**src/rtl/core/wbpm_pkg.sv**
```systemverilog
// Package: shared types and constants of the wildcard byte pattern matcher.
`default_nettype none
package wbpm_pkg;

  localparam int unsigned MaxPattern = 32;
  localparam int unsigned PosW       = (MaxPattern > 1) ? $clog2(MaxPattern) : 1;
  localparam int unsigned FillW      = $clog2(MaxPattern + 1);
  localparam int unsigned LenW       = 6;
  localparam int unsigned CmdW       = 2;
  localparam int unsigned IdxW       = 5;
  localparam int unsigned ByteW      = 8;
  localparam int unsigned CountW     = 32;
  localparam int unsigned EntryW     = ByteW + 1;

  typedef enum logic [CmdW-1:0] {
    CmdLoad = 2'd0,
    CmdScan = 2'd1,
    CmdEnd  = 2'd2
  } cmd_e;

  typedef enum logic [1:0] {
    KindAck     = 2'd0,
    KindScan    = 2'd1,
    KindSummary = 2'd2
  } kind_e;

  // per-transaction operation strobes
  typedef struct packed {
    logic load;
    logic scan;
    logic done;
  } op_t;

  typedef struct packed {
    logic [CmdW-1:0]  command;
    logic [IdxW-1:0]  entry_index;
    logic [ByteW-1:0] byte_value;
    logic             is_wildcard;
  } item_t;

  typedef struct packed {
    kind_e             result_kind;
    logic              matched;
    logic [CountW-1:0] start_offset;
    logic [CountW-1:0] match_total;
    logic              single_match;
  } res_t;

endpackage
`default_nettype wire

```
**src/rtl/core/wbpm_if.sv**
```systemverilog
// Interfaces: input item, result item and configuration write channels.
`default_nettype none
interface wbpm_in_if;
  logic                      valid;
  logic                      ready;
  logic [wbpm_pkg::CmdW-1:0]  command;
  logic [wbpm_pkg::IdxW-1:0]  entry_index;
  logic [wbpm_pkg::ByteW-1:0] byte_value;
  logic                      is_wildcard;

  modport source (output valid, command, entry_index, byte_value, is_wildcard, input ready);
  modport sink   (input valid, command, entry_index, byte_value, is_wildcard, output ready);
endinterface

interface wbpm_out_if;
  logic                       valid;
  logic                       ready;
  logic [1:0]                 result_kind;
  logic                       matched;
  logic [wbpm_pkg::CountW-1:0] start_offset;
  logic [wbpm_pkg::CountW-1:0] match_total;
  logic                       single_match;

  modport source (output valid, result_kind, matched, start_offset, match_total,
                  single_match, input ready);
  modport sink   (input valid, result_kind, matched, start_offset, match_total,
                  single_match, output ready);
endinterface

interface wbpm_cfg_if;
  logic                      valid;
  logic                      ready;
  logic [wbpm_pkg::LenW-1:0] data;

  modport source (output valid, data, input ready);
  modport sink   (input valid, data, output ready);
endinterface
`default_nettype wire

```
**src/rtl/core/wbpm_pat_store.sv**
```systemverilog
// Pattern store: entry registers and alignment of the pattern to the window.
`default_nettype none
module wbpm_pat_store (
  input  wire logic                                  clk_i,
  input  wire logic                                  load_i,
  input  wire logic [wbpm_pkg::IdxW-1:0]             idx_i,
  input  wire logic [wbpm_pkg::ByteW-1:0]            byte_i,
  input  wire logic                                  wild_i,
  input  wire logic [wbpm_pkg::FillW-1:0]            len_i,
  output logic [wbpm_pkg::MaxPattern-1:0][wbpm_pkg::EntryW-1:0] aligned_o
);

  logic [wbpm_pkg::EntryW-1:0]                         entry_q [wbpm_pkg::MaxPattern];
  logic [wbpm_pkg::PosW-1:0]                           wr_addr;
  logic                                                wr_ok;
  logic [wbpm_pkg::MaxPattern*wbpm_pkg::EntryW-1:0]    rev_flat;
  logic [wbpm_pkg::MaxPattern*wbpm_pkg::EntryW-1:0]    aligned_flat;
  logic [wbpm_pkg::FillW-1:0]                          shift;

  assign wr_addr = wbpm_pkg::PosW'(idx_i);
  assign wr_ok   = (32'(idx_i) < wbpm_pkg::MaxPattern);

  // no reset: entries are undefined until loaded
  always_ff @(posedge clk_i) begin
    if (load_i && wr_ok) begin
      entry_q[wr_addr] <= {wild_i, byte_i};
    end
  end

  // reversed order, then shift so window position p meets entry len-1-p
  always_comb begin
    for (int p = 0; p < wbpm_pkg::MaxPattern; p++) begin
      rev_flat[p*wbpm_pkg::EntryW +: wbpm_pkg::EntryW] = entry_q[wbpm_pkg::MaxPattern-1-p];
    end
  end

  assign shift        = wbpm_pkg::FillW'(wbpm_pkg::MaxPattern) - len_i;
  assign aligned_flat = rev_flat >> (shift * wbpm_pkg::EntryW);
  assign aligned_o    = aligned_flat;

endmodule
`default_nettype wire

```
**src/rtl/core/wbpm_window.sv**
```systemverilog
// Byte window: shift line, fill count and parallel wildcard compare.
`default_nettype none
module wbpm_window (
  input  wire logic                                  clk_i,
  input  wire logic                                  rst_ni,
  input  wire wbpm_pkg::op_t                         op_i,
  input  wire logic [wbpm_pkg::ByteW-1:0]            byte_i,
  input  wire logic [wbpm_pkg::FillW-1:0]            len_i,
  input  wire logic [wbpm_pkg::MaxPattern-1:0][wbpm_pkg::EntryW-1:0] pattern_i,
  output logic                                       hit_o
);

  logic [wbpm_pkg::ByteW-1:0]  win_q [wbpm_pkg::MaxPattern];
  logic [wbpm_pkg::ByteW-1:0]  win_d [wbpm_pkg::MaxPattern];
  logic [wbpm_pkg::FillW-1:0]  fill_q, fill_d;
  logic [wbpm_pkg::MaxPattern-1:0] pos_ok;

  always_comb begin
    win_d[0] = byte_i;
    for (int p = 1; p < wbpm_pkg::MaxPattern; p++) begin
      win_d[p] = win_q[p-1];
    end
  end

  assign fill_d = (fill_q == wbpm_pkg::FillW'(wbpm_pkg::MaxPattern)) ? fill_q
                                                                      : fill_q + 1'b1;

  // window contents need no reset, the fill count guards them
  always_ff @(posedge clk_i) begin
    if (op_i.scan) begin
      for (int p = 0; p < wbpm_pkg::MaxPattern; p++) begin
        win_q[p] <= win_d[p];
      end
    end
  end

  always_ff @(posedge clk_i or negedge rst_ni) begin
    if (!rst_ni) begin
      fill_q <= '0;
    end else if (op_i.done) begin
      fill_q <= '0;
    end else if (op_i.scan) begin
      fill_q <= fill_d;
    end
  end

  always_comb begin
    for (int p = 0; p < wbpm_pkg::MaxPattern; p++) begin
      pos_ok[p] = (wbpm_pkg::FillW'(p) >= len_i)
               || pattern_i[p][wbpm_pkg::ByteW]
               || (win_d[p] == pattern_i[p][wbpm_pkg::ByteW-1:0]);
    end
  end

  assign hit_o = (fill_d >= len_i) && (&pos_ok);

endmodule
`default_nettype wire

```
**src/rtl/core/wbpm_stream.sv**
```systemverilog
// Stream bookkeeping: byte offset, match count, first offset, result build.
`default_nettype none
module wbpm_stream (
  input  wire logic                        clk_i,
  input  wire logic                        rst_ni,
  input  wire wbpm_pkg::op_t               op_i,
  input  wire logic [wbpm_pkg::FillW-1:0]  len_i,
  input  wire logic                        hit_i,
  output wbpm_pkg::res_t                   res_o
);

  logic [wbpm_pkg::CountW-1:0] seen_q, seen_d;
  logic [wbpm_pkg::CountW-1:0] count_q, count_d;
  logic [wbpm_pkg::CountW-1:0] first_q, first_d;
  logic [wbpm_pkg::CountW-1:0] start;
  logic                        hit;

  assign hit   = op_i.scan && hit_i;
  assign start = seen_q - (wbpm_pkg::CountW'(len_i) - 1'b1);

  always_comb begin
    seen_d  = seen_q;
    count_d = count_q;
    first_d = first_q;
    res_o   = '0;
    if (op_i.scan) begin
      seen_d = seen_q + 1'b1;
      if (hit) begin
        if (count_q == '0) begin
          first_d = start;
        end
        if (count_q != '1) begin
          count_d = count_q + 1'b1;
        end
      end
      res_o.result_kind  = wbpm_pkg::KindScan;
      res_o.matched      = hit;
      res_o.start_offset = hit ? start : '0;
      res_o.match_total  = count_d;
    end else if (op_i.done) begin
      seen_d  = '0;
      count_d = '0;
      first_d = '0;
      res_o.result_kind  = wbpm_pkg::KindSummary;
      res_o.start_offset = (count_q != '0) ? first_q : '0;
      res_o.match_total  = count_q;
      res_o.single_match = (count_q == wbpm_pkg::CountW'(1));
    end else begin
      res_o.result_kind = wbpm_pkg::KindAck;
    end
  end

  always_ff @(posedge clk_i or negedge rst_ni) begin
    if (!rst_ni) begin
      seen_q  <= '0;
      count_q <= '0;
      first_q <= '0;
    end else begin
      seen_q  <= seen_d;
      count_q <= count_d;
      first_q <= first_d;
    end
  end

endmodule
`default_nettype wire

```
**src/rtl/core/wildcard_byte_pattern_matcher.sv**
```systemverilog
// Top level: wildcard byte pattern matcher with input and result registers.
//
//   channel   | dir | carries
//   ----------+-----+----------------------------------------------------
//   item_i    | in  | command, entry_index, byte_value, is_wildcard
//   result_o  | out | result_kind, matched, start_offset, match_total,
//             |     | single_match
//   cfg_i     | in  | data = pattern_length (always ready)
//
// One transaction per cycle sustained while results are taken. A result
// passes the input register, then the result register, after its item is
// taken; the compare of all window positions at once is combinational
// between the two.
// Reset is asynchronous, active low; it clears control and the stream
// counters but not the pattern or window contents.
// A stalled result holds the result register; the input register still
// drains an unknown command (which gives no result) and otherwise waits,
// so item_i.ready falls only when both registers are full and stalled.
`default_nettype none
module wildcard_byte_pattern_matcher (
  input  wire logic      clk_i,
  input  wire logic      rst_ni,
  wbpm_in_if.sink        item_i,
  wbpm_out_if.source     result_o,
  wbpm_cfg_if.sink       cfg_i
);

  // active pattern length, clamped to 1..MaxPattern on write
  logic [wbpm_pkg::FillW-1:0] len_q, len_d;

  // input register
  logic            in_vld_q, in_vld_d;
  wbpm_pkg::item_t item_q;
  logic            in_take;

  // result register
  logic            out_vld_q, out_vld_d;
  wbpm_pkg::res_t  res_q;
  wbpm_pkg::res_t  res;
  logic            out_free;

  // decode and advance
  wbpm_pkg::op_t   op_dec, op;
  logic            has_result;
  logic            advance;

  logic [wbpm_pkg::MaxPattern-1:0][wbpm_pkg::EntryW-1:0] aligned;
  logic            hit;

  // ---------------------------------------------------------------------
  // Configuration
  // ---------------------------------------------------------------------
  assign cfg_i.ready = 1'b1;

  always_comb begin
    len_d = len_q;
    if (cfg_i.valid) begin
      if (cfg_i.data == '0) begin
        len_d = wbpm_pkg::FillW'(1);
      end else if (32'(cfg_i.data) > wbpm_pkg::MaxPattern) begin
        len_d = wbpm_pkg::FillW'(wbpm_pkg::MaxPattern);
      end else begin
        len_d = wbpm_pkg::FillW'(cfg_i.data);
      end
    end
  end

  always_ff @(posedge clk_i or negedge rst_ni) begin
    if (!rst_ni) begin
      len_q <= wbpm_pkg::FillW'(1);
    end else begin
      len_q <= len_d;
    end
  end

  // ---------------------------------------------------------------------
  // Command decode of the registered item
  // ---------------------------------------------------------------------
  always_comb begin
    op_dec = '0;
    unique case (wbpm_pkg::cmd_e'(item_q.command))
      wbpm_pkg::CmdLoad: op_dec.load = 1'b1;
      wbpm_pkg::CmdScan: op_dec.scan = 1'b1;
      wbpm_pkg::CmdEnd:  op_dec.done = 1'b1;
      default:           op_dec      = '0;   // unknown command: dropped
    endcase
  end

  assign has_result = op_dec.load || op_dec.scan || op_dec.done;
  assign out_free   = !out_vld_q || result_o.ready;
  assign advance    = in_vld_q && (!has_result || out_free);
  assign op         = advance ? op_dec : '0;

  // ---------------------------------------------------------------------
  // Input register
  // ---------------------------------------------------------------------
  assign item_i.ready = !in_vld_q || advance;
  assign in_take      = item_i.valid && item_i.ready;

  always_comb begin
    in_vld_d = in_vld_q;
    if (in_take) begin
      in_vld_d = 1'b1;
    end else if (advance) begin
      in_vld_d = 1'b0;
    end
  end

  always_ff @(posedge clk_i or negedge rst_ni) begin
    if (!rst_ni) begin
      in_vld_q <= 1'b0;
    end else begin
      in_vld_q <= in_vld_d;
    end
  end

  always_ff @(posedge clk_i) begin
    if (in_take) begin
      item_q <= '{command:     item_i.command,
                  entry_index: item_i.entry_index,
                  byte_value:  item_i.byte_value,
                  is_wildcard: item_i.is_wildcard};
    end
  end

  // ---------------------------------------------------------------------
  // Datapath
  // ---------------------------------------------------------------------
  wbpm_pat_store u_pat_store (
    .clk_i     (clk_i),
    .load_i    (op.load),
    .idx_i     (item_q.entry_index),
    .byte_i    (item_q.byte_value),
    .wild_i    (item_q.is_wildcard),
    .len_i     (len_q),
    .aligned_o (aligned)
  );

  wbpm_window u_window (
    .clk_i     (clk_i),
    .rst_ni    (rst_ni),
    .op_i      (op),
    .byte_i    (item_q.byte_value),
    .len_i     (len_q),
    .pattern_i (aligned),
    .hit_o     (hit)
  );

  wbpm_stream u_stream (
    .clk_i  (clk_i),
    .rst_ni (rst_ni),
    .op_i   (op),
    .len_i  (len_q),
    .hit_i  (hit),
    .res_o  (res)
  );

  // ---------------------------------------------------------------------
  // Result register
  // ---------------------------------------------------------------------
  always_comb begin
    out_vld_d = out_vld_q;
    if (advance && has_result) begin
      out_vld_d = 1'b1;
    end else if (result_o.ready) begin
      out_vld_d = 1'b0;
    end
  end

  always_ff @(posedge clk_i or negedge rst_ni) begin
    if (!rst_ni) begin
      out_vld_q <= 1'b0;
    end else begin
      out_vld_q <= out_vld_d;
    end
  end

  always_ff @(posedge clk_i) begin
    if (advance && has_result) begin
      res_q <= res;
    end
  end

  assign result_o.valid        = out_vld_q;
  assign result_o.result_kind  = res_q.result_kind;
  assign result_o.matched      = res_q.matched;
  assign result_o.start_offset = res_q.start_offset;
  assign result_o.match_total  = res_q.match_total;
  assign result_o.single_match = res_q.single_match;

endmodule
`default_nettype wire

```
**src/flat_wrapper.sv**
```systemverilog
// flat-port wrapper written by rule: the top's interface ports become plain ports
module wildcard_byte_pattern_matcher_flat 
  (clk_i, rst_ni, item_i_valid, item_i_command, item_i_entry_index, item_i_byte_value, item_i_is_wildcard, item_i_ready, result_o_valid, result_o_result_kind, result_o_matched, result_o_start_offset, result_o_match_total, result_o_single_match, result_o_ready, cfg_i_valid, cfg_i_data, cfg_i_ready);
  wbpm_in_if item_i_i ();
  wbpm_out_if result_o_i ();
  wbpm_cfg_if cfg_i_i ();
  input  wire logic clk_i;
  input  wire logic rst_ni;
  input wire logic [$bits(item_i_i.valid)-1:0] item_i_valid;
  input wire logic [$bits(item_i_i.command)-1:0] item_i_command;
  input wire logic [$bits(item_i_i.entry_index)-1:0] item_i_entry_index;
  input wire logic [$bits(item_i_i.byte_value)-1:0] item_i_byte_value;
  input wire logic [$bits(item_i_i.is_wildcard)-1:0] item_i_is_wildcard;
  output wire logic [$bits(item_i_i.ready)-1:0] item_i_ready;
  output wire logic [$bits(result_o_i.valid)-1:0] result_o_valid;
  output wire logic [$bits(result_o_i.result_kind)-1:0] result_o_result_kind;
  output wire logic [$bits(result_o_i.matched)-1:0] result_o_matched;
  output wire logic [$bits(result_o_i.start_offset)-1:0] result_o_start_offset;
  output wire logic [$bits(result_o_i.match_total)-1:0] result_o_match_total;
  output wire logic [$bits(result_o_i.single_match)-1:0] result_o_single_match;
  input wire logic [$bits(result_o_i.ready)-1:0] result_o_ready;
  input wire logic [$bits(cfg_i_i.valid)-1:0] cfg_i_valid;
  input wire logic [$bits(cfg_i_i.data)-1:0] cfg_i_data;
  output wire logic [$bits(cfg_i_i.ready)-1:0] cfg_i_ready;
  assign item_i_i.valid = item_i_valid;
  assign item_i_i.command = item_i_command;
  assign item_i_i.entry_index = item_i_entry_index;
  assign item_i_i.byte_value = item_i_byte_value;
  assign item_i_i.is_wildcard = item_i_is_wildcard;
  assign item_i_ready = item_i_i.ready;
  assign result_o_valid = result_o_i.valid;
  assign result_o_result_kind = result_o_i.result_kind;
  assign result_o_matched = result_o_i.matched;
  assign result_o_start_offset = result_o_i.start_offset;
  assign result_o_match_total = result_o_i.match_total;
  assign result_o_single_match = result_o_i.single_match;
  assign result_o_i.ready = result_o_ready;
  assign cfg_i_i.valid = cfg_i_valid;
  assign cfg_i_i.data = cfg_i_data;
  assign cfg_i_ready = cfg_i_i.ready;
  wildcard_byte_pattern_matcher u_core (.clk_i(clk_i), .rst_ni(rst_ni), .item_i(item_i_i), .result_o(result_o_i), .cfg_i(cfg_i_i));
endmodule
```
**config.mk**
```make
export PLATFORM = sky130hd
export DESIGN_NAME = wildcard_byte_pattern_matcher_flat
export DESIGN_NICKNAME = d
export VERILOG_FILES = /design/src/rtl/core/wbpm_pkg.sv /design/src/rtl/core/wbpm_if.sv /design/src/rtl/core/wbpm_pat_store.sv /design/src/rtl/core/wbpm_window.sv /design/src/rtl/core/wbpm_stream.sv /design/src/rtl/core/wildcard_byte_pattern_matcher.sv /design/src/flat_wrapper.sv
export SDC_FILE = /design/constraint.sdc
export NUM_CORES = 2
export LEC_CHECK = 0
export BUFFER_PORTS_ARGS = -buffer_cell sky130_fd_sc_hd__buf_2
export CAP_MARGIN = 30
export CORE_AREA = 3 3 381 383
export CTS_CLUSTER_SIZE = 16
export DETAILED_ROUTE_END_ITERATION = 8
export DIE_AREA = 0 0 384 386
export SLEW_MARGIN = 20
export SYNTH_ARGS = -nofsm -noshare
export SYNTH_HDL_FRONTEND = slang
export SYNTH_HIERARCHICAL = 1
export SYNTH_SLANG_ARGS = --single-unit
```
**constraint.sdc**
```tcl
create_clock -name clk_i -period 31.5 [get_ports clk_i]
set_input_delay 4.725 -clock clk_i [delete_from_list [all_inputs] [get_ports clk_i]]
set_output_delay 4.725 -clock clk_i [all_outputs]
set_load 0.005 [all_outputs]
```
## Word-level counts from Yosys, hierarchy flattened

Memory sizes are Yosys's and may differ from the RTL's.
Cells that the tools add are included.

- Muxes and demuxes: 30
- Add/sub/neg operators: 6
- Reduce and logical (&&, ||, !) cells: 87
- Shifts and indexed selects: 1
- Bitwise operators: 1
- $mul: 1
- Magnitude comparators: 34
- Equal/unequal tests: 39

Operators by type and width:

| cell | number |
|---|---|
| two-way mux 32 bit | 10 |
| >> shifter 288 x 10 -> 288 bit | 1 |
| == test 8 bit | 32 |
| greater-or-equal comparator 5 x 6 -> 1 bit, first input constant | 16 |
| logical OR 1 bit | 69 |
| two-way mux 65 bit | 1 |
| adder 32 x 1 -> 32 bit, second input constant | 2 |
| two-way mux 64 bit | 1 |
| greater-or-equal comparator 4 x 6 -> 1 bit, first input constant | 8 |
| == test 32 x 1 -> 1 bit, second input constant | 1 |
| logical NOT 32 bit | 1 |
| inequality test 32 bit, second input constant | 1 |
| AND reduction 32 bit | 1 |
| nonzero test 32 bit | 1 |
| subtractor 32 bit | 1 |
| two-way mux 6 bit | 5 |
| greater-or-equal comparator 3 x 6 -> 1 bit, first input constant | 4 |
| greater-or-equal comparator 1 x 6 -> 1 bit, first input constant | 2 |
| greater-or-equal comparator 2 x 6 -> 1 bit, first input constant | 2 |
| two-way mux 1 bit | 11 |
| multiplier 6 x 4 -> 10 bit, second input constant | 1 |
| subtractor 6 x 1 -> 7 bit, second input constant | 1 |
| adder 6 x 1 -> 6 bit, second input constant | 1 |
| == test 6 bit, second input constant | 1 |
| 16 further kinds | 25 |

- Word-level logic and storage cells: 217
- Register bits after elaboration: 194
- Memory bits (writable): 544
- Output and inout port bits: 71
- Input port bits: 27
- Memories: 2

Memories:

| name | depth | width | read ports | clocked after memory_dff | wr ports | RTL line | RTL |
|---|---|---|---|---|---|---|---|
| u_core.u_pat_store.entry_q | 32 | 9 | 32 | 0 | 1 | wbpm_pat_store.sv:13 | `logic [wbpm_pkg::EntryW-1:0] entry_q [wbpm_pkg::MaxPattern];` |
| u_core.u_window.win_q | 32 | 8 | 31 | 0 | 32 | wbpm_window.sv:13 | `logic [wbpm_pkg::ByteW-1:0] win_q [wbpm_pkg::MaxPattern];` |

## Depth between registers and ports, before layout

- Depth in word-level cells: 11
- Depth in mapped cells: 40
- Depth with buffers taken out: 30

## By module

The synthesis kept the hierarchy.

By module, submodules not included:

| module | seq. area each (um^2) | area an instance (um^2) | cells an instance | instances |
|---|---|---|---|---|
| wbpm_pat_store | 8648.3 | 35266.3 | 3184 | 1 |
| wbpm_window | 7597.3 | 11225.8 | 724 | 1 |
| wbpm_stream | 2402.3 | 7146.9 | 890 | 1 |
| wildcard_byte_pattern_matcher | 2723.9 | 2945.3 | 125 | 1 |

## Worst setup path before layout

OpenSTA, ideal clock, no wires.

- Path type: in2reg
- Start point: in result_o_ready
- End point: reg u_core.res_q (netlist bit u_core/result_o.start_offset[10]), data pin
- Library setup time: 0.256 ns
- Data required time: 31.244 ns
- Path slack: -4.827 ns
- Arrival time: 36.071 ns
- Path buffers: 2
- Stages on the path: 8
- Path through: nor2b_4 buf_6 nor4bb_1 clkinv_1 nand2_1 a21oi_1 clkbuf_1 a22o_1

RTL lines:

| element | RTL line | RTL |
|---|---|---|
| from (decl) | flat_wrapper.sv:21 | `input wire logic [$bits(result_o_i.ready)-1:0] result_o_ready;` |
| to (signal assigned) | wildcard_byte_pattern_matcher.sv:180 | `res_q <= res;` |
| to (decl) | wildcard_byte_pattern_matcher.sv:38 | `wbpm_pkg::res_t res_q;` |

==> Flow_metrics.wiki <==
{| class="wikitable"
! Metric !! Value
|-
| Total power density per cell area || 101 nW/um2
|-
| Startpoint of the worst-slack reg-to-reg timing path || u_core/len_q[0]
|-
| Unrepaired setup endpoints after global routing || no
|-
| Floorplan die width || 384 um
|-
| Filler instances || 13200
|-
| Leading post-synthesis cells by cell area || sky130_fd_sc_hd__edfxtp_1 33%, sky130_fd_sc_hd__mux4_2 13%, sky130_fd_sc_hd__mux2_2 11%, sky130_fd_sc_hd__mux2i_1 7.8%, sky130_fd_sc_hd__dfrtp_1 4.8%
|-
| Core footprint || 142000 um2
|-
| Number of synthesized flops with an enable pin || 620
|-
| Cts bufs inserted || 80
|-
| Count of antenna-violating nets left after detailed routing || 0
|-
| Number of antenna violations at the first check in global routing || 15
|-
| Cts hold-fix bufs || 0
|-
| Critical path buffer and inverter count || 9
|-
| Starting utilization of the core area || 39.9%
|-
| Sequential element share of the synthesized area || 37.8%
|-
| Number of buffer cells added on primary ports || 96
|-
| Sum of negative setup slack || 0 ns
|-
| Syn Inst Count || 4923
|-
| Net count of the mapped netlist || 5002
|-
| Die area || 148000 um2
|-
| Critical Path Most Common Cell || sky130_fd_sc_hd__buf_4
|-
| Stage delay of the slowest cell on the critical path || 1.08 ns
|-
| First-pass GRT wire length || 355000 um
|-
| Remaining DRCs || 0
|-
| Estimated wirelength of the detail-placed design || 199000 um
|-
| Per-cell routed wire length || 37.9 um
|-
| Overall power || 0.00622 W
|-
| Slowest-stage cell, CP || sky130_fd_sc_hd__dfstp_4
|-
| Post-synthesis average cell area || 11.5 um2
|-
| Synth Register Bits || 730
|-
| Clock latency on the worst-skew pair || 0.73 ns
|-
| Yosys warns || 6
|-
| Register area || 21400 um2
|-
| Max_slew headroom || 19.4%
|-
| Number of placement rows || 138
|-
| Number of optimization iterations in the first detailed-route pass || 8
|-
| Max-capacitance violation count || 0
|-
| Standby leakage power || 23.0 nW
|-
| Area leader, netlist || sky130_fd_sc_hd__edfxtp_1
|-
| Top cell family by delay on the critical path || buffers and inverters
|-
| Root buffer cell || sky130_fd_sc_hd__clkbuf_16
|-
| Die outline height || 386 um
|-
| Beginning of the critical path || u_core/len_q[0]
|-
| CTS clk-pin slew, worst paths || 0.06 ns
|-
| Final worst-path cycle share || 42.4%
|-
| Share of synthesized flip-flops with an asynchronous set or reset || 15.1%
|-
| Maximum clock rate || 74.9 MHz
|-
| CP Data Arrival Time || 13.79 ns
|-
| Most common library cell in the layout ignoring fill and taps || sky130_fd_sc_hd__edfxtp_1
|-
| Number of setup violations in the final report || 0
|-
| Run status || complete, no violations
|-
| Layout cell share with drive strength beyond 1 || 26.7%
|-
| Largest fanout on the critical path || 62
|-
| Worst-case clock buffer depth || 3
|-
| Start point of the worst min-delay path || u_core/u_window/win_q[1][37]
|-
| H-tree levels || 3
|-
| Number of failing hold endpoints at the final stage || 0
|-
| Type of origin of the critical path || flip-flop
|-
| Clock tree from TritonCTS || built
|-
| Measured slew at the worst slew-check pin || 1.18 ns
|-
| Max Transition Viols Final || 0
|-
| Quantity of gates resized following cts || 0
|-
| Top Ports || 98
|-
| Start-to-end type of the worst setup path || flip-flop to flip-flop
|-
| Multi-input gate area in the final layout || 33400 um2
|-
| Total standard cell area after synthesis || 56600 um2
|-
| Path category of the worst min-delay check || flip-flop to flip-flop
|-
| Main flop type after synthesis || sky130_fd_sc_hd__edfxtp_1
|-
| Vias per inst || 6.68
|-
| Starting DRT DRC Count || 6349
|-
| Pin count of the biggest net entering global routing || 173
|-
| Fin crit period || 13.35 ns
|-
| Worst clock skew || 0.0535 ns
|-
| Global-route usage over all layers || 34.2%
|-
| Detailed-route via count || 45600
|-
| Vias in the first global route || 43000
|-
| Number of distinct library cell variants in the gate-level netlist after synthesis || 114
|-
| Setup Buffers After CTS || 0
|-
| Most frequent cells in the layout || 620 x sky130_fd_sc_hd__edfxtp_1, 529 x sky130_fd_sc_hd__mux2_2, 452 x sky130_fd_sc_hd__nand2_1
|-
| Area share of the largest cell type after synthesis || 32.9%
|-
| Total Nets Final || 4951
|-
| GR Overflow Total || 0
|-
| Final weighted congestion in routability-driven placement || 1.10
|-
| Worst Setup End Kind || flip-flop
|-
| Clk sinks || 730
|-
| Required time of the worst setup path || 31.94 ns
|-
| Routed wire length || 259000 um
|-
| Maximum ir drop on the vdd rail || 0.0723 mV
|-
| Area grow syn2layout || 9.02%
|}
-- final cells by class --
type | instances | area share (%)
multi-input cells | 3766 | 54.1
well taps | 1890 | 3.83
diodes | 6 | 0.0243
inverters | 50 | 0.341
clock buffers | 105 | 3.49
clock inverters | 41 | 0.777
repair buffers | 244 | 2.80
flip-flops and latches | 730 | 34.6
-- state kept, by name (all words and copies together), names as in the netlist --
| register | count |
|---|---|
| u_core/in_vld_q | 1 |
| u_core/item_q | 16 |
| u_core/len_q | 6 |
| u_core/result_o.match_total | 32 |
| u_core/result_o.matched | 1 |
| u_core/result_o.result_kind | 2 |
| u_core/result_o.single_match | 1 |
| u_core/result_o.start_offset | 32 |
| u_core/result_o.valid | 1 |
| u_core/u_pat_store/entry_q | 288 |
| u_core/u_stream/count_q | 32 |
| u_core/u_stream/first_q | 32 |
| u_core/u_stream/seen_q | 32 |
| u_core/u_window/fill_q | 6 |
| u_core/u_window/win_q | 248 |
-- stage by stage --
step / std cells / cell area, um2 / hold slack [ns] / utilization, % / setup slack (ns)
finish: 6832 / 61700 / 0.458 / 43.5 / 18.15
global route: 6826 / 61700 / 0.464 / 43.5 / 17.92
CTS: 6815 / 61600 / 0.451 / 43.4 / 18.09
detailed placement: 6669 / 58900 / 0.454 / 41.6 / 18.15
global placement: 6651 / 58800 / 0.451 / 41.4 / 17.99
floorplan: 4923 / 56600 / 0.447 / - / 7.03
-- cell families after synthesis --
group / share of synthesized area (%)
fa+ha+maj: 1.18
mux: 31.3
other cells: 0.00663
buf+inv: 3.66
xor+xnor: 5.31
flops: 37.8
compound gates: 11.0
simple gates: 9.77
-- Yosys cell counts, types with 28 or more instances --
cell type,number
sky130_fd_sc_hd__buf_2,122
sky130_fd_sc_hd__edfxtp_1,620
sky130_fd_sc_hd__clkbuf_1,155
sky130_fd_sc_hd__nand3_1,126
sky130_fd_sc_hd__xor2_1,281
sky130_fd_sc_hd__mux2_2,529
sky130_fd_sc_hd__dfrtp_1,109
sky130_fd_sc_hd__a21o_1,49
sky130_fd_sc_hd__ha_1,50
sky130_fd_sc_hd__o21ai_0,170
sky130_fd_sc_hd__o22ai_1,95
sky130_fd_sc_hd__nor3_1,28
sky130_fd_sc_hd__o211ai_1,53
sky130_fd_sc_hd__nand4_1,38
sky130_fd_sc_hd__buf_1,35
sky130_fd_sc_hd__a211oi_1,56
sky130_fd_sc_hd__nand2_1,454
sky130_fd_sc_hd__and3_1,45
sky130_fd_sc_hd__mux2i_1,442
sky130_fd_sc_hd__a22oi_1,105
sky130_fd_sc_hd__nor2_1,313
sky130_fd_sc_hd__xnor2_1,50
sky130_fd_sc_hd__mux4_2,325
sky130_fd_sc_hd__and2_1,28
sky130_fd_sc_hd__a21oi_1,107
sky130_fd_sc_hd__inv_1,44
sky130_fd_sc_hd__buf_4,48
sky130_fd_sc_hd__nor4_1,76
-- worst paths after layout --
check	slack, ns	to	cells after the start
max in group asynchronous	26.15	u_core/u_stream/count_q[26]	2
min in group asynchronous	4.05	u_core/u_stream/first_q[27]	1
min	0.46	u_core/u_window/win_q[1][45]	0
max reg2reg	18.15	u_core/result_o.match_total[26]	31
min reg2reg	0.46	u_core/u_window/win_q[1][45]	0
max	18.15	u_core/result_o.match_total[26]	31
-- report_power, final --
part           leakage (nW)  internal (W)  switching, W
registers              7.18       0.00108     0.0000251
logic                  14.5       0.00121       0.00298
clock network          1.26      0.000525      0.000414
-- layer usage --
metal | vias up | part of all wire, % | GRT usage [%]
li1 | 19100 | - | -
met1 | 23400 | 42 | 47.4
met2 | 2623 | 42 | 48.9
met3 | 543 | 9.9 | 9.20
met4 | 8 | 6.0 | 17.2
met5 | - | 0.027 | 0
Power figures use the tool's default switching activity.
